**config.mk**
```make
export PLATFORM = sky130hd
export DESIGN_NAME = cau_mult
export DESIGN_NICKNAME = d
export VERILOG_FILES = /design/src/cau_pkg.sv /design/src/cau_mult.sv
export SDC_FILE = /design/constraint.sdc
export NUM_CORES = 2
export LEC_CHECK = 0
export BUFFER_PORTS_ARGS = -buffer_cell sky130_fd_sc_hd__buf_2
export CAP_MARGIN = 10
export CORE_MARGIN = 2
export CORE_UTILIZATION = 30
export CTS_BUF_LIST = sky130_fd_sc_hd__clkbuf_2
export DETAILED_ROUTE_END_ITERATION = 8
export PLACE_DENSITY = 0.55
export SLEW_MARGIN = 20
export SYNTH_ARGS = -nofsm -noshare
export SYNTH_HDL_FRONTEND = slang
export SYNTH_SLANG_ARGS = --single-unit
```
**constraint.sdc**
```tcl
create_clock -name clk -period 9 [get_ports clk]
set_clock_uncertainty 0.2 [all_clocks]
set_input_delay 2.25 -clock clk [delete_from_list [all_inputs] [get_ports clk]]
set_output_delay 2.25 -clock clk [all_outputs]
set_load 0.01 [all_outputs]
```
**src/cau_pkg.sv**
```systemverilog
// Shared types, constants and helpers for the complex arithmetic unit.
`default_nettype none
package cau_pkg;

  localparam int WORD_BITS    = 32;
  localparam int FRAC_BITS    = 16;
  localparam int MAX_EXPONENT = 15;
  localparam int PROD_BITS    = 2 * WORD_BITS;
  localparam int ACC_BITS     = PROD_BITS + 2;
  localparam int DIV_STEPS    = PROD_BITS + FRAC_BITS;
  localparam int DIV_CNT_BITS = $clog2(DIV_STEPS);

  localparam logic [2:0] FUNC_ADD = 3'd0;
  localparam logic [2:0] FUNC_SUB = 3'd1;
  localparam logic [2:0] FUNC_MUL = 3'd2;
  localparam logic [2:0] FUNC_DIV = 3'd3;
  localparam logic [2:0] FUNC_POW = 3'd4;

  localparam logic [1:0] STATUS_OK   = 2'd0;
  localparam logic [1:0] STATUS_DIV0 = 2'd1;
  localparam logic [1:0] STATUS_SAT  = 2'd2;

  localparam logic [2:0] K_RE_RE  = 3'd0;
  localparam logic [2:0] K_IM_IM  = 3'd1;
  localparam logic [2:0] K_RE_IM  = 3'd2;
  localparam logic [2:0] K_IM_RE  = 3'd3;
  localparam logic [2:0] K_DEN_RE = 3'd4;
  localparam logic [2:0] K_DEN_IM = 3'd5;

  localparam logic signed [ACC_BITS-1:0] WMAX =
    {{(ACC_BITS-WORD_BITS+1){1'b0}}, {(WORD_BITS-1){1'b1}}};
  localparam logic signed [ACC_BITS-1:0] WMIN =
    {{(ACC_BITS-WORD_BITS+1){1'b1}}, {(WORD_BITS-1){1'b0}}};

  typedef enum logic [2:0] {
    ST_IDLE,
    ST_ADD,
    ST_MUL,
    ST_ACC,
    ST_FIX,
    ST_DIV,
    ST_DONE
  } state_t;

  typedef struct packed {
    logic done;
    logic ovf;
  } div_stat_t;

  typedef struct packed {
    logic                 sat;
    logic [WORD_BITS-1:0] val;
  } sat_word_t;

  function automatic sat_word_t sat_word(input logic signed [ACC_BITS-1:0] v);
    sat_word_t r;
    if (v > WMAX) begin
      r.sat = 1'b1;
      r.val = WMAX[WORD_BITS-1:0];
    end else if (v < WMIN) begin
      r.sat = 1'b1;
      r.val = WMIN[WORD_BITS-1:0];
    end else begin
      r.sat = 1'b0;
      r.val = v[WORD_BITS-1:0];
    end
    return r;
  endfunction

endpackage
`default_nettype wire

```
**src/cau_mult.sv**
```systemverilog
// Shared signed multiplier with registered product.
`default_nettype none
module cau_mult
  import cau_pkg::*;
(
  input  wire                          clk,
  input  wire  signed [WORD_BITS-1:0]  a,
  input  wire  signed [WORD_BITS-1:0]  b,
  output logic signed [PROD_BITS-1:0]  p
);

  always_ff @(posedge clk) begin
    p <= a * b;
  end

endmodule
`default_nettype wire

```
After elaboration in Yosys (flattened, before gate mapping)
Cells that the tools add are included.
{ "word_totals": {"ff_bits": 64, "mem_bits_rw": 0, "n_memories": 0, "mem_bits_ro": 0, "latch_bits": 0, "inputBits": 65} }
{ "op_classes": {"shift": 0, "reduce_logical": 0, "div_mod_pow": 0, "n_mux": 0, "bitwise": 0, "n_lt_le_gt_ge": 0, "n_mul": 1, "eq_ne": 0, "add_sub_neg": 0} }
{ "op_table": {"columns": ["op", "count"], "rows": [
  ["multiplier 32 x 32 -> 64 bit", 1]
]} }

Depth between registers and ports, before layout
{ "logic_depth": {"depth_word": 1, "depth_mapped": 28, "depth_no_buf": 27} }

Worst setup path after synthesis
OpenSTA, ideal clock, no wires.
{ "synth_timing": {"path_type": "input-to-reg", "from": "input b[2]", "to": "register p[62]", "required_time_ps": 8728, "t_arrival_ps": 9439, "setup_slack_ps": -711, "cell_stages": 24, "n_path_buf": 1, "path_cell_list": "clkbuf_1 -> nand2_1 -> inv_1 -> fa_1 -> fa_1 -> fa_1 -> fa_1 -> inv_1 -> fa_1 -> inv_1 -> fa_1 -> inv_1 -> fa_1 -> inv_1 -> fa_1 -> ha_1 -> and3_1 -> nand2_1 -> or3_1 -> o22a_1 -> o211ai_1 -> a31oi_1 -> o31ai_1 -> xor2_1"} }
{ "synth_via": {"elab_chain_cells": 1} }
{ "synth_rtl": {"columns": ["element", "line_no", "source"], "rows": [
  ["from (decl)", "cau_mult.sv:8", "input wire signed [WORD_BITS-1:0] b,"],
  ["multiplier 32 x 32 -> 64 bit", "cau_mult.sv:13", "p <= a * b;"],
  ["to (signal assigned)", "cau_mult.sv:13", null],
  ["to (decl)", "cau_mult.sv:9", "output logic signed [PROD_BITS-1:0] p"]
]} }
No other way between the ends.

Worst setup path in the final report
{ "layout_timing": {"from": "input b[1]", "to": "register p[50]"} }
The elaborated chain is that of the path after synthesis.

==> summary.log <==
[route] count of TritonRoute iterations in the first routing pass 5
[yosys] main combinational cell family by area after synthesis adder cells
[clock_network] CTS buffer count 9
[clock_network] CTS tree built
[yosys] synthesized net count 5215
[clock_network] CTS H-tree depth 3
[worst_hold_path] worst hold path class in -> reg
[run_status] status completed
[layout] registers with the most flip-flops p: 64 flops
[route] Vias/cell 4.42
[route] routed vias 26200
[yosys] area share of xor/xnor cells in the synthesized design 1.76%
[die] width of the die 356 um
[worst_setup_path] Crit Path Max Fanout 22
[yosys] post-synthesis cell type count 63
[layout] max FFs per register 64
[layout] count of placed standard cells in the final layout, fillers left out 5932
[clock_network] Sinks on Clock Net 64
[timing] final critical delay including setup and external delays 8850 ps
[layout] Util after Layout 35.4%
[route] top layer in use met5
[die] Initial Util 30.2%
[yosys] compound-cell area share of the yosys netlist 3.46%
[route] routed len/inst 17.1 um
[layout] post-route cell area 43800 um^2
[yosys] basic-gate share of the synthesized area counting and, or, nand and nor cells 15.4%
[global_routing] remaining global-route overflow 0
[route] final antenna-violating net count 0
[layout] most common library cell in the layout ignoring fill and taps sky130_fd_sc_hd__fa_1
[timing] transition time at the pin with the least slew margin 689 ps
[yosys] synthesized area per cell 9.59 um^2
[worst_setup_path] worst-path cell with the longest stage delay sky130_fd_sc_hd__fa_1
[placement] total placed cells including tap cells 5907
[timing] Slew headroom 54.1%
[layout] share of cells above drive strength 1 15.9%
[layout] multi-input logic area 32000 um^2
[route] final routed DRC violation total 0
[die] ports placed on the boundary 129
[layout] area used by sequential logic in the layout 1280 um^2
[route] met1 WL 43.6 mm
[route] wire length on met2 53.7 mm
[layout] Area growth syn-to-layout 17.5%
[timing] share of the clock period used by the worst path 98.3%
[placement] half-perimeter wire length after detailed placement 92.0 mm
[placement] final RePlAce weighted congestion 0.837
[worst_setup_path] library cell appearing most often on the critical path sky130_fd_sc_hd__fa_1
[worst_setup_path] Critical Path RT 9680 ps
[global_routing] number of global-route vias before repair 29400
[placement] area post-placement 43300 um^2
[timing] number of max-slew violations in the final report 0
[route] met3 WL 3.25 mm
[die] Die Y-Extent 356 um
[yosys] Cell Area, Synth 37200 um^2
[yosys] multiplexer fraction of the synthesized cell area 0%
[timing] top achievable clock speed 113 MHz
[worst_setup_path] signal arrival time at the worst endpoint 9530 ps
[route] Starting DRT DRC Count 1112
[die] row cnt 129
[yosys] share of synthesized area occupied by flip-flops and latches 3.44%
[worst_setup_path] CP startpoint kind input pin
[die] full die area 127000 um^2
[worst_setup_path] worst setup path class in -> reg
[global_routing] antenna violations before repair 10
[timing] RSZ-0062 raised after global routing yes
[layout] fill cell count 12600
[worst_setup_path] crit path to p[50]$_DFF_P_
[timing] Final setup viols 0
[yosys] Post-Synthesis Cells 3884
[placement] total of buffers placed on input and output ports 128
[die] Core ar. 123000 um^2
[clock_network] Clock Root Buffer sky130_fd_sc_hd__clkbuf_2
[timing] number of failing hold endpoints at the final stage 0
[clock_network] post-cts hold buffer count 0
[layout] commonest cells after routing, fill and taps aside 1075 x sky130_fd_sc_hd__fa_1, 947 x sky130_fd_sc_hd__inv_1, 512 x sky130_fd_sc_hd__and2_1, 508 x sky130_fd_sc_hd__nand2_1, 429 x sky130_fd_sc_hd__buf_4
[clock_network] Clock Path Buffers 2
[yosys] number of enable flip-flop cells after synthesis 0
[clock_network] clock-pin transition on the worst setup and hold timing paths 270 ps
[route] total routed wirelength 102 mm
[yosys] Yosys Warn Count 0
[worst_setup_path] maximum cell stage delay along the critical path 590 ps
[layout] number of nets in the final layout 5619
[layout] register containing the most flip-flops in the final layout p
[global_routing] global-route wire length before repair 168 mm
[global_routing] overall global routing resource usage 17.1%
[global_routing] maximum number of pins on one net before global-route repair 26
[yosys] fraction of registers with async set/reset 0%
[yosys] arithmetic-cell share of the synthesized area counting full adders, half adders and majority gates 64.3%
[yosys] total of flip-flops plus latches after synthesis 64
[worst_setup_path] Critical Path Source b[1]
[timing] setup tns final 0 ps
[yosys] predominant post-synthesis flop cell sky130_fd_sc_hd__dfxtp_1
[worst_setup_path] crit end category flop
[run] MaxCap Viol Count 0
==> how the worst min path moves through the flow <==
stage / startpoint / slack, ps / depth (start not counted) / end
2_1_floorplan: b[0] / 2180 / 1 / p[0]$_DFF_P_
3_3_place_gp: p[8]$_DFF_P_ / 2450 / 1 / p[8]
3_5_place_dp: p[50]$_DFF_P_ / 2440 / 1 / p[50]
4_1_cts: a[0] / 1530 / 3 / p[0]$_DFF_P_
5_1_grt: a[0] / 1620 / 3 / p[0]$_DFF_P_
6_report: a[0] / 1660 / 3 / p[0]$_DFF_P_
==> cells by family (layout without fill, tap and decap cells) <==
kind of cell	count (synthesis)	in the layout
other	0	3
XOR/XNOR	75	75
buffers and inverters	1152	1560
flip-flops	64	64
AND/OR/NAND/NOR	1134	1134
adder cells (fa/ha/maj)	1266	1266
AO/OA/AOI/OAI	193	193
==> through the flow <==
step / hold WS (ps) / setup slack (ps)
finish: 1660 / 149
global route: 1620 / -34.5
CTS: 1530 / 17.8
detailed placement: 2440 / -1310
global placement: 2450 / -1270
floorplan: 2180 / -434
==> critical path: cells and delay by family <==
family / cells / cell delay [ps]
adder cells (fa/ha/maj): 9 / 3970
AND/OR/NAND/NOR: 4 / 660
XOR/XNOR: 1 / 180
buffers and inverters: 7 / 1080
AO/OA/AOI/OAI: 6 / 1370
==> timing repair <==
action	CTS	global route
endpoints found under the setup margin	4	17
buffers inserted	0	7
pin swaps	0	10
resized for setup	10	87
==> cell usage after synthesis, types with 3 or more instances <==
library cell               instances  area [um^2]
sky130_fd_sc_hd__or3_1             4         25.0
sky130_fd_sc_hd__clkbuf_1        195          732
sky130_fd_sc_hd__nand2_1         511         1920
sky130_fd_sc_hd__nor3_1            6         30.0
sky130_fd_sc_hd__nor2b_1           3         18.8
sky130_fd_sc_hd__o21a_1            4         30.0
sky130_fd_sc_hd__a31oi_1          12         75.1
sky130_fd_sc_hd__nand4_1           7         43.8
sky130_fd_sc_hd__and3_1            7         43.8
sky130_fd_sc_hd__xnor2_1          53          464
sky130_fd_sc_hd__and4_1            3         26.3
sky130_fd_sc_hd__nor2_1           42          158
sky130_fd_sc_hd__buf_2             3         15.0
sky130_fd_sc_hd__a21o_1           23          173
sky130_fd_sc_hd__a21oi_1          68          340
sky130_fd_sc_hd__a21boi_0          3         22.5
sky130_fd_sc_hd__o211ai_1          3         22.5
sky130_fd_sc_hd__inv_1           952         3570
sky130_fd_sc_hd__nand2b_1          9         56.3
sky130_fd_sc_hd__a211oi_1          4         30.0
sky130_fd_sc_hd__xor2_1           22          193
sky130_fd_sc_hd__and2_1          516         3230
sky130_fd_sc_hd__o21bai_1         15          113
sky130_fd_sc_hd__a211oi_2          3         37.5
sky130_fd_sc_hd__o21ai_0          28          140
sky130_fd_sc_hd__nand3_1          15         75.1
sky130_fd_sc_hd__ha_1            184         2300
sky130_fd_sc_hd__fa_1           1082        21700
sky130_fd_sc_hd__o31ai_1           6         45.0
sky130_fd_sc_hd__dfxtp_1          64         1280
==> area by class of cell <==
| class | instances | share of cell area, % |
|---|---|---|
| Clock buffer | 10 | 0.114 |
| Multi-Input combinational cell | 2668 | 73.0 |
| Clock inverter | 5 | 0.0572 |
| Sequential cell | 64 | 2.93 |
| Inverter | 952 | 8.18 |
| Antenna cell | 3 | 0.0172 |
| Tap cell | 1637 | 4.68 |
| Timing Repair Buffer | 593 | 11.0 |
==> layer usage <==
layer  GRT usage, %  vias up
met4           2.41        8
met1           22.4    13900
li1               -    11900
met5              0        -
met2           30.9      404
met3           1.89       64
Power is left out: the tool's default activity adds up to more than one toggle a clock period on the data nets, which glitch-free logic cannot reach.
