===== src/cau_pkg.sv =====
// Shared types, constants and helpers for the complex arithmetic unit.
`default_nettype none
package cau_pkg;

  localparam int WORD_BITS    = 32;
  localparam int FRAC_BITS    = 16;
  localparam int MAX_EXPONENT = 15;
  localparam int PROD_BITS    = 2 * WORD_BITS;
  localparam int ACC_BITS     = PROD_BITS + 2;
  localparam int DIV_STEPS    = PROD_BITS + FRAC_BITS;
  localparam int DIV_CNT_BITS = $clog2(DIV_STEPS);

  localparam logic [2:0] FUNC_ADD = 3'd0;
  localparam logic [2:0] FUNC_SUB = 3'd1;
  localparam logic [2:0] FUNC_MUL = 3'd2;
  localparam logic [2:0] FUNC_DIV = 3'd3;
  localparam logic [2:0] FUNC_POW = 3'd4;

  localparam logic [1:0] STATUS_OK   = 2'd0;
  localparam logic [1:0] STATUS_DIV0 = 2'd1;
  localparam logic [1:0] STATUS_SAT  = 2'd2;

  localparam logic [2:0] K_RE_RE  = 3'd0;
  localparam logic [2:0] K_IM_IM  = 3'd1;
  localparam logic [2:0] K_RE_IM  = 3'd2;
  localparam logic [2:0] K_IM_RE  = 3'd3;
  localparam logic [2:0] K_DEN_RE = 3'd4;
  localparam logic [2:0] K_DEN_IM = 3'd5;

  localparam logic signed [ACC_BITS-1:0] WMAX =
    {{(ACC_BITS-WORD_BITS+1){1'b0}}, {(WORD_BITS-1){1'b1}}};
  localparam logic signed [ACC_BITS-1:0] WMIN =
    {{(ACC_BITS-WORD_BITS+1){1'b1}}, {(WORD_BITS-1){1'b0}}};

  typedef enum logic [2:0] {
    ST_IDLE,
    ST_ADD,
    ST_MUL,
    ST_ACC,
    ST_FIX,
    ST_DIV,
    ST_DONE
  } state_t;

  typedef struct packed {
    logic done;
    logic ovf;
  } div_stat_t;

  typedef struct packed {
    logic                 sat;
    logic [WORD_BITS-1:0] val;
  } sat_word_t;

  function automatic sat_word_t sat_word(input logic signed [ACC_BITS-1:0] v);
    sat_word_t r;
    if (v > WMAX) begin
      r.sat = 1'b1;
      r.val = WMAX[WORD_BITS-1:0];
    end else if (v < WMIN) begin
      r.sat = 1'b1;
      r.val = WMIN[WORD_BITS-1:0];
    end else begin
      r.sat = 1'b0;
      r.val = v[WORD_BITS-1:0];
    end
    return r;
  endfunction

endpackage
`default_nettype wire


===== src/cau_div.sv =====
// Restoring bit-serial divider for the fractional quotient.
`default_nettype none
module cau_div
  import cau_pkg::*;
(
  input  wire                    clk,
  input  wire                    rst,
  input  wire                    start,
  input  wire  [PROD_BITS-1:0]   num,
  input  wire  [PROD_BITS-1:0]   den,
  output div_stat_t              stat,
  output logic [WORD_BITS-1:0]   q
);

  logic [PROD_BITS-1:0]    rem;
  logic [PROD_BITS-1:0]    dv;
  logic [DIV_CNT_BITS-1:0] cnt;
  logic                    busy;
  logic                    ovf;
  logic                    done;
  logic [PROD_BITS:0]      r2;
  logic [PROD_BITS:0]      diff;
  logic                    ge;

  assign r2   = {rem, dv[PROD_BITS-1]};
  assign diff = r2 - {1'b0, den};
  assign ge   = (r2 >= {1'b0, den});

  always_ff @(posedge clk) begin
    if (rst) begin
      busy <= 1'b0;
      done <= 1'b0;
    end else begin
      done <= 1'b0;
      if (start) begin
        busy <= 1'b1;
      end else if (busy && cnt == DIV_CNT_BITS'(DIV_STEPS - 1)) begin
        busy <= 1'b0;
        done <= 1'b1;
      end
    end
  end

  always_ff @(posedge clk) begin
    if (start) begin
      rem <= '0;
      dv  <= num;
      q   <= '0;
      ovf <= 1'b0;
      cnt <= '0;
    end else if (busy) begin
      rem <= ge ? diff[PROD_BITS-1:0] : r2[PROD_BITS-1:0];
      dv  <= {dv[PROD_BITS-2:0], 1'b0};
      q   <= {q[WORD_BITS-2:0], ge};
      ovf <= ovf | q[WORD_BITS-1];
      cnt <= cnt + 1'b1;
    end
  end

  assign stat.done = done;
  assign stat.ovf  = ovf;

endmodule
`default_nettype wire


===== config.mk =====
export PLATFORM = sky130hd
export DESIGN_NAME = cau_div
export DESIGN_NICKNAME = d
export VERILOG_FILES = /design/src/cau_pkg.sv /design/src/cau_div.sv
export SDC_FILE = /design/constraint.sdc
export NUM_CORES = 1
export LEC_CHECK = 0
export ABC_AREA = 1
export BUFFER_PORTS_ARGS = -buffer_cell sky130_fd_sc_hd__buf_2
export CELL_PAD_IN_SITES_DETAIL_PLACEMENT = 1
export CELL_PAD_IN_SITES_GLOBAL_PLACEMENT = 2
export CORE_MARGIN = 8
export CORE_UTILIZATION = 28
export DETAILED_ROUTE_END_ITERATION = 12
export PLACE_DENSITY = 0.77
export SLEW_MARGIN = 20
export SYNTH_ARGS = -nofsm -noshare
export SYNTH_HDL_FRONTEND = slang
export SYNTH_SLANG_ARGS = --single-unit

===== constraint.sdc =====
create_clock -name clk -period 3.7 [get_ports clk]
set_input_delay 0.74 -clock clk [delete_from_list [all_inputs] [get_ports clk]]
set_output_delay 0.74 -clock clk [all_outputs]
set_load 0.005 [all_outputs]

==> Yosys cells after proc, flatten, opt, wreduce, memory -nomap -nowiden <==
Cells that the tools add are included.
{ "word_totals": {"regBits": 170, "in_bits": 131, "elab_cells": 22} }
{ "op_classes": {"n_addsub": 2, "order_cmp": 1, "n_eq_ne": 1, "n_mux": 6, "n_bitwise": 1, "n_reduce_logical": 4} }
{ "ops": {"columns": ["cell", "count"], "rows": [
  ["$mux 64", 3],
  ["$ge 65x64->1", 1],
  ["$sub 64x64->64", 1],
  ["$add 7x1->7 const B", 1],
  ["$eq 7x7->1 const B", 1],
  ["$reduce_bool 2->1", 2],
  ["$mux 1", 3],
  ["$reduce_or 2->1", 1],
  ["$logic_and 1x1->1", 1],
  ["$or 1x1->1", 1]
]} }

==> Longest topological paths before layout <==
Gate-level depths: netlist of the first run.
{ "depth": {"ltp_word": 4, "depth_mapped": 20, "mapped_depth_nobuf": 18} }

==> Worst setup path before layout of the first run <==
Ideal clock, no wire load.
{ "synth_timing": {"path_type": "input to register", "start": "input port start", "end": "register dv[0], enable pin", "setup_time_ps": 453, "t_arrival_ps": 3123, "required_ps": 3247, "slack_ps": 124, "path_stages": 4, "cell_sequence": "clkbuf_1 nor2_1 inv_1 buf_1"} }
{ "synth_via": {"elab_chain_len": 1} }
{ "synth_lines": {"columns": ["element", "line_no", "text"], "rows": [
  ["start: declaration", "cau_div.sv:8", "input wire start,"],
  ["$reduce_bool 2->1 (no line)", null, null],
  ["end signal: assignment", "cau_div.sv:47", "dv <= num;"],
  ["end signal: assignment", "cau_div.sv:53", "dv <= {dv[PROD_BITS-2:0], 1'b0};"],
  ["end: declaration", "cau_div.sv:16", "logic [PROD_BITS-1:0] dv;"]
]} }
Every way passes these cells.
A chain may end at the register's enable or synchronous reset.

==> Worst setup path after layout of the first run <==
{ "layout_timing": {"start": "input port den[53]", "end": "register rem[52]"} }
{ "layout_via": {"elab_chain_len": 2} }
{ "layout_lines": {"columns": ["element", "line_no", "text"], "rows": [
  ["start: declaration", "cau_div.sv:10", "input wire [PROD_BITS-1:0] den,"],
  ["$ge 65x64->1", "cau_div.sv:27", "assign ge = (r2 >= {1'b0, den});"],
  ["$mux 64", "cau_div.sv:52", "rem <= ge ? diff[PROD_BITS-1:0] : r2[PROD_BITS-1:0];"],
  ["end signal: assignment", "cau_div.sv:52", null],
  ["end: declaration", "cau_div.sv:15", "logic [PROD_BITS-1:0] rem;"]
]} }
Every way passes these cells.

==> results of run 1 <==
## how the worst max path moves through the flow
| stage | to | slack (ns) |
|---|---|---|
| final | rem[52] | 0.75 |
| after global routing | rem[61] | 0.49 |
| after CTS | rem[52] | 0.68 |
| after detailed placement | rem[52] | 0.15 |
| after global placement | rem[52] | 0.25 |
| after floorplan | dv[0] | 0.12 |
## metal layers
| layer | GRT usage, % | share of wire (%) | wire, um |
|---|---|---|---|
| met4 | 5.19 | 2.0 | 1000 |
| met3 | 4.51 | 4.2 | 2080 |
| met5 | 0 | 0.16 | 81 |
| met1 | 22.9 | 46 | 22900 |
| met2 | 32.2 | 48 | 23900 |
## cells by family (layout without fill, tap and decap cells)
| kind of cell | Yosys count | after routing | share of synthesized area [%] |
|---|---|---|---|
| adders and majority gates | 66 | 66 | 6.26 |
| AOI/OAI and AO/OA | 112 | 112 | 4.69 |
| other | 0 | 3 | 0 |
| xor gates and xnor gates | 31 | 31 | 2.04 |
| buffers and inverters | 502 | 656 | 14.7 |
| and+or+nand+nor | 1389 | 1389 | 42.0 |
| DFF | 170 | 170 | 30.4 |
## worst max-delay path: stages
cell and delay [ns]:
buf_2 0.07, inv_1 0.06, ha_1 0.42, nand2_1 0.13, inv_1 0.07, nand2_1 0.11, nor2_1 0.37, nand2_1 0.11
nor2_1 0.18, nand3_1 0.11, nand2_2 0.10, nor2_4 0.05, nand2_4 0.17, nand2_1 0.37, nand2_1 0.17, nand2_1 0.07
nand2_1 0.06
## synthesized netlist by cell type (all sizes together) (2+ instances only)
master  number
nand2     1076
inv        445
nand3      132
nor2       125
dfxtp      106
ha          65
edfxtp      64
a21oi       55
clkbuf      34
o22ai       30
xor2        28
buf         21
nand3b      18
o21ai       18
nor3        15
nand4       13
o21bai       4
nor3b        3
nor4         3
xnor2        3
a21o         2
and2         2
clkinv       2
or2          2
## area by class of cell
class | instances | share of cell area, %
Multi-Input combinational cell | 1598 | 47.6
Clock inverter | 15 | 1.21
Tap cell | 615 | 5.00
Sequential cell | 170 | 26.3
Inverter | 447 | 10.9
Timing Repair Buffer | 177 | 6.21
Antenna cell | 3 | 0.0488
Clock buffer | 17 | 2.76
## state kept, by name (all words and copies together), names as in the netlist
signal and cells:
ovf 1, dv 64, busy 1, done 1
q 32, rem 64, cnt 7
## report_power, final
part	leakage [nW]	internal (mW)	switching [mW]
Clock	0.297	0.976	0.941
Combinational	7.12	0.164	0.315
Sequential	1.51	2.03	0.0238
## per-stage QoR
| stage | instance area, um^2 | hold WS [ns] | utilization [%] | power [mW] | worst slack (ns) |
|---|---|---|---|---|---|
| floorplan | 13300 | 0.438 | - | 2.40 | 0.124 |
| global placement | 14800 | 0.451 | 31.2 | 2.58 | 0.249 |
| detailed placement | 14800 | 0.456 | 31.2 | 2.59 | 0.146 |
| CTS | 15400 | 0.401 | 32.5 | 4.55 | 0.684 |
| global route | 15400 | 0.416 | 32.5 | 4.67 | 0.494 |
| finish | 15400 | 0.449 | 32.5 | 4.45 | 0.752 |
==> flow_summary.yaml, run 1 <==
drt:
  first_pass_iters: 7
  drt_iter0_drc: 599
  totalWireLength_um: 50000
  wl_per_cell_um: 16.4
  vias_per_cell: 4.54
  via_count: 13800
  ant_nets: 0
  drc_errors: 0
sta:
  slew_headroom_pct: 48.2
  fin_skew_ns: 0.0145
  finalMaxSlewViolations: 0
  finalCritPeriodShare_pct: 79.7
  fin_setup_tns_ns: 0
  layout_min_cycle_time_ns: 2.95
  worst_pin_slew_ns: 0.776
  final-setup-viol-count: 0
  fmax_mhz: 339
  hold_viol: 0
  rsz0062_at_grt: "false"
grt:
  grt_max_degree: 67
  grt_pass1_vias: 14700
  grt_overflow: 0
  track_usage_pct: 18.7
  grt_first_pass_wirelength_um: 79400
  antenna_found_initial: 9
cells_and_area:
  fillers: 6294
  regArea_mm2: 0.00404
  fin_nets: 2608
  multi_input_area_mm2: 0.00733
  stdcell_count: 3042
  drive_above_1_share_pct: 10.2
  final_common_cell: "nand2_1"
  final_cell_mix: "nand2_1 (1071), inv_1 (429), buf_2 (164)"
  area_delta_synth_final_pct: 15.6
worst_setup_path:
  setup.worst_path.end_class: "flop"
  worstPathMaxFanout: 14
  r2r_slack_ns: 0.79
  worstPathRequired_ns: 4.13
  worstReg2RegStart: "rem[52]"
  arrival_ns: 3.38
  critPathLaunchType: "input port"
  reg2regPathDepth: 15
  crit_type: "in2reg"
  reg2reg_to: "rem[52]"
  worstSetupStartpoint: "den[53]"
logic_synthesis:
  synthCells: 2270
  yosysWarnings: 0
  ys_types: 39
  seq_area_frac_synth_pct: 30.4
  async_flop_share_pct: 0
  synth-seq-cells: 170
  synth.area.top_cells: "nand2_1 (30%), dfxtp_1 (16%), edfxtp_1 (14%), inv_1 (12%), ha_1 (6.1%)"
  yosys.area.top_type_share_pct: 30.2
  synth_edf_count: 64
  ys.flop_type: "dfxtp_1"
  yosysTopAreaCell: "nand2_1"
  avgSynthCellArea_um2: 5.86
  synthesis.nets: 2467
  synth_area_mm2: 0.0133
hold_path:
  worst_hold_path.endpoint: "busy"
  hold_path_depth: 2
  hold_start: "rst"
  hold_class: "in2reg"
place:
  gp_congestion: 0.964
  dp_hpwl_um: 41100
  dp.cells: 3007
  numPortBuffers: 164
floorplanning:
  die_area_mm2: 0.0548
  core_mm2: 0.0473
  io_pins: 165
  die_h_um: 234
  start_util_pct: 28.1
  fp.dieW_um: 234
  rows: 80
clock_network:
  clkLatencyLatePin_ns: 0.49
  clockBufferDepth: 2
  htree_levels: 4
  cts_tree: "done"
  cts.repair.resized: 0
  cts_setup_buffers: 0
  clk_pin_slew_ns: 0.07
  cts_made_buffers: 17
  cts_hold_buffers: 0
  cts.sinks: 170
  root_buffer: "clkbuf_16"
power_and_ir_drop:
  ir_worst_vdd_v: 0.000366
  p_per_area_mw_per_mm2: 289
  p_leak_nw: 8.93
status:
  status: "complete, no violations"
flow_run:
  maxCapViolations: 0
Note: power is estimated with default switching activity, not from simulation.
==> inputs of run 2 (changes only) <==
==> constraint.sdc (replaced) <==
create_clock -name clk -period 2.7 [get_ports clk]
set_input_delay 0.54 -clock clk [delete_from_list [all_inputs] [get_ports clk]]
set_output_delay 0.54 -clock clk [all_outputs]
set_load 0.005 [all_outputs]
==> flow_summary.yaml, run 2 (synthesis gave the netlist of run 1 again) <==
status:
  status: "complete, no violations"
hold_path:
  hold_start: "rst"
  hold_class: "in2reg"
  hold_path_depth: 2
  worst_hold_path.endpoint: "busy"
sta:
  fin_setup_tns_ns: 0
  layout_min_cycle_time_ns: 2.58
  final-setup-viol-count: 0
  slew_headroom_pct: 42.7
  worst_pin_slew_ns: 0.860
  hold_viol: 0
  finalMaxSlewViolations: 0
  rsz0062_at_grt: "true"
  fmax_mhz: 388
  fin_ws_ns: 0.124
  fin_skew_ns: 0.0198
  finalCritPeriodShare_pct: 95.4
clock_network:
  clockBufferDepth: 2
  cts_tree: "done"
  cts.sinks: 170
  root_buffer: "clkbuf_16"
  clk_pin_slew_ns: 0.07
  htree_levels: 4
  cts_made_buffers: 17
  clkLatencyLatePin_ns: 0.49
worst_setup_path:
  arrival_ns: 2.96
  reg2regPathDepth: 13
  worstReg2RegStart: "rem[51]"
  r2r_slack_ns: 0.12
  max_stage_delay_ns: 0.37
  worstPathMaxFanout: 9
  cp_slowest_cell: "ha_1"
  critPathBufInv: 2
  crit_family: "simple AND/OR/NAND/NOR gates"
  worstPathRequired_ns: 3.08
  crit_type: "reg2reg"
  critPathLaunchType: "flop"
  cp.depth: 13
  setup.worst_path.end_class: "flop"
  reg2reg_to: "rem[53]"
  cp_cell_sequence: "ha_1, nand2_1, nor2_1, nand2_1, inv_2, nand2_1, nor3_1, nand2_2, nand2_4, buf_4, nand3_1, nand2_1, nand2_1"
  crit_top_cell: "nand2_1"
cells_and_area:
  final_cell_mix: "nand2_1 (1068), inv_1 (429), buf_4 (255)"
  final_core_util_pct: 36.6
  top_regs: "dv x64, rem x64, q x32"
  stdcell_count: 3290
  drive_above_1_share_pct: 18.9
  final_common_cell: "nand2_1"
  area_delta_synth_final_pct: 30.2
  fin_nets: 2857
floorplanning:
  die_area_mm2: 0.0548
  rows: 80
  die_h_um: 234
  io_pins: 165
  core_mm2: 0.0473
  start_util_pct: 28.1
  fp.dieW_um: 234
place:
  dp_slack_ns: -0.249
  dp_hpwl_um: 43800
  dp.cells: 3254
  gp_congestion: 0.915
  numPortBuffers: 164
grt:
  antenna_found_initial: 6
  grt_overflow: 0
  grt_first_pass_wirelength_um: 83400
  grt_pass1_vias: 15600
  grt_max_degree: 67
  track_usage_pct: 19.6
drt:
  wl_per_cell_um: 16.0
  vias_per_cell: 4.49
  first_pass_iters: 5
  totalWireLength_um: 52600
  drc_errors: 0
  via_count: 14800
  ant_nets: 0
  drt_iter0_drc: 548
power_and_ir_drop:
  ir_worst_vdd_v: 0.000680
  finalPower_mw: 6.26
  p_leak_nw: 10.2
  p_per_area_mw_per_mm2: 361
flow_run:
  maxCapViolations: 0
[run 2: cell count changes in the layout (fill, tap and decap cells not counted), sizes merged]
cell	delta
buf	+248
diode	-1
clkinv	+2
bufinv	+1
clkinvlp	-1
inv	-2
clkbuf	+1
[run 2: worst max-delay path by stage]
stage	startpoint	to	slack [ns]
after CTS	dv[63]	rem[28]	0.03
after global routing	rem[31]	rem[56]	-0.04
after floorplan	start	dv[0]	0.25
after detailed placement	den[32]	rem[56]	-0.25
after global placement	den[9]	rem[53]	-0.22
final	rem[51]	rem[53]	0.12
[run 2: through the flow]
step                      hold slack [ns]  instance area [um^2]
after floorplan                     0.438                 13300
after global placement              0.451                 16700
after detailed placement            0.464                 16700
after CTS                           0.200                 17300
after global routing                0.216                 17300
final                               0.257                 17300
[run 2: per-layer routing]
metal	vias to the layer above	GRT usage [%]	wire, um
met5	-	0	57
met4	8	5.21	899
met3	46	4.20	2180
met2	204	33.9	25400
met1	6887	24.3	24000
li1	7631	-	-
[run 2: what timing repair did]
action                                  CTS  global route
setup buffers                             0             2
hold buffers                              0             0
gates resized for setup                   0            15
endpoints found under the setup margin    0            64
[run 2: where the power goes]
part | total (mW) | internal (mW) | switching, mW
combinational | 0.798 | 0.330 | 0.467
clock | 2.64 | 1.40 | 1.24
sequential | 2.82 | 2.79 | 0.0326
total | 6.26 | 4.52 | 1.74
[run 2: layout make-up]
type,instances,area (um^2)
timing repair buffer,426,2860
fill,6391,30000
clock inverter,15,183
sequential,170,4040
multi-input combinational,1598,7360
clock buffer,17,425
tap,615,769
antenna,2,5.00
inverter,447,1680
[run 2: worst register-to-register path: cells and delay by family, from the launching register on]
family	cells	cell delay, ns
flops	1	0.33
buf+inv	2	0.26
fa+ha+maj	1	0.37
simple gates	10	1.54
==> inputs of run 3 (changes only) <==
--- a/config.mk
+++ b/config.mk
@@ -9,10 +9,12 @@
 export BUFFER_PORTS_ARGS = -buffer_cell sky130_fd_sc_hd__buf_2
 export CELL_PAD_IN_SITES_DETAIL_PLACEMENT = 1
 export CELL_PAD_IN_SITES_GLOBAL_PLACEMENT = 2
+export CORE_ASPECT_RATIO = 1.1
 export CORE_MARGIN = 8
 export CORE_UTILIZATION = 28
 export DETAILED_ROUTE_END_ITERATION = 12
 export PLACE_DENSITY = 0.77
+export REMOVE_ABC_BUFFERS = 1
 export SLEW_MARGIN = 20
 export SYNTH_ARGS = -nofsm -noshare
 export SYNTH_HDL_FRONTEND = slang
==> flow_summary.yaml, run 3 (synthesis gave the netlist of run 1 again) <==
worst_setup_path:
  max_stage_delay_ns: 0.34
  arrival_ns: 2.89
  worstPathMaxFanout: 4
  cp_cell_sequence: "ha_1, buf_4, nand2_1, inv_1, nand2_1, nand2_1, a21oi_1, nand2_1, nand2_1, nand2_1, nor2_4, buf_4, buf_4, nand3b_1, nand3_1, nand2_1"
  cp_slowest_cell: "dfxtp_1"
  crit_top_cell: "nand2_1"
  critPathLaunchType: "flop"
  setup.worst_path.end_class: "flop"
  worstPathRequired_ns: 3.08
  crit_type: "reg2reg"
cells_and_area:
  final_common_cell: "nand2_1"
  area_delta_synth_final_pct: 28.7
  final_core_util_pct: 36.1
  stdcell_count: 3285
  final_cell_mix: "nand2_1 (1069), inv_1 (429), buf_4 (213)"
  drive_above_1_share_pct: 17.6
  fin_nets: 2820
  top_regs: "dv x64, rem x64, q x32"
sta:
  worst_pin_slew_ns: 0.885
  final-setup-viol-count: 0
  finalCritPeriodShare_pct: 93.0
  fmax_mhz: 398
  slew_headroom_pct: 41.0
  fin_skew_ns: 0.0128
  layout_min_cycle_time_ns: 2.51
  fin_setup_tns_ns: 0
  finalMaxSlewViolations: 0
  rsz0062_at_grt: "false"
  hold_viol: 0
power_and_ir_drop:
  p_per_area_mw_per_mm2: 358
  finalPower_mw: 6.13
  ir_worst_vdd_v: 0.000569
  p_leak_nw: 10.0
floorplanning:
  start_util_pct: 28.1
  io_pins: 165
  rows: 84
  die_area_mm2: 0.0548
  fp.dieW_um: 224
  die_h_um: 245
  core_mm2: 0.0474
grt:
  track_usage_pct: 19.6
  grt_first_pass_wirelength_um: 84100
  grt_max_degree: 67
  antenna_found_initial: 9
  grt_pass1_vias: 15700
  grt_overflow: 0
hold_path:
  hold_class: "in2reg"
place:
  dp_hpwl_um: 43900
  dp.cells: 3248
  gp_congestion: 0.915
  numPortBuffers: 164
clock_network:
  htree_levels: 4
  cts_hold_buffers: 0
  clkLatencyLatePin_ns: 0.49
  root_buffer: "clkbuf_16"
  cts_tree: "done"
  cts.sinks: 170
  clk_pin_slew_ns: 0.08
  clockBufferDepth: 2
  cts_made_buffers: 17
drt:
  wl_per_cell_um: 16.0
  totalWireLength_um: 52600
  first_pass_iters: 4
  ant_nets: 0
  drc_errors: 0
  via_count: 14600
  drt_iter0_drc: 511
  vias_per_cell: 4.44
flow_run:
  maxCapViolations: 0
status:
  status: "complete, no violations"
run 3: changes by cell type in the layout (fill, tap and decap cells not counted), sizes merged:
cell    before  now
buf        425  389
bufinv       2    0
clkinv       9    8
diode        2    4
inv        451  453
run 3: where the power goes:
part           switching, mW  internal, mW  total, mW
Clock                   1.28          1.26       2.53
Sequential            0.0331          2.79       2.82
Combinational          0.461         0.316      0.778
run 3: metrics by stage:
stage	cell area, um^2	hold WS [ns]	setup WS (ns)
3_3_place_gp	16500	0.457	-0.149
3_5_place_dp	16500	0.465	-0.163
2_1_floorplan	13000	0.443	-2.64
6_report	17100	0.231	0.189
4_1_cts	17100	0.192	0.0853
5_1_grt	17100	0.209	0.00436
run 3: layer usage:
layer	vias up	GRT usage [%]	wire length, um
met5	-	0	67
met4	10	6.12	1240
met3	58	3.94	1990
met2	203	35.5	26100
met1	6749	22.8	23200
li1	7556	-	-
run 3: timing repair:
action	in CTS	in global routing
setup endpoints to repair	0	12
setup buffers	0	1
resized for setup	0	6
run 3: layout make-up:
type / count / area [um^2]
antenna: 4 / 10.0
clock buffer: 18 / 439
clock inverter: 14 / 148
fill: 6388 / 30300
inverter: 447 / 1680
multi-input combinational: 1598 / 7350
sequential: 170 / 4040
tap: 645 / 807
timing repair buffer: 389 / 2660
run 3: worst paths after layout:
check                           slack [ns]  depth (start not counted)       to  startpoint
worst max-delay path                  0.19                         16  rem[45]     rem[47]
worst min-delay path                  0.23                          2     busy         rst
worst max register to register        0.19                         16  rem[45]     rem[47]
worst min register to register        0.48                          2  rem[62]     rem[62]
run 3: worst max-delay path, delay by kind of cell (launching register included):
| family | cells | cell delay, ns |
|---|---|---|
| fa+ha+maj | 1 | 0.32 |
| flops | 1 | 0.34 |
| simple gates | 10 | 0.98 |
| compound gates | 1 | 0.20 |
| buf+inv | 4 | 0.55 |
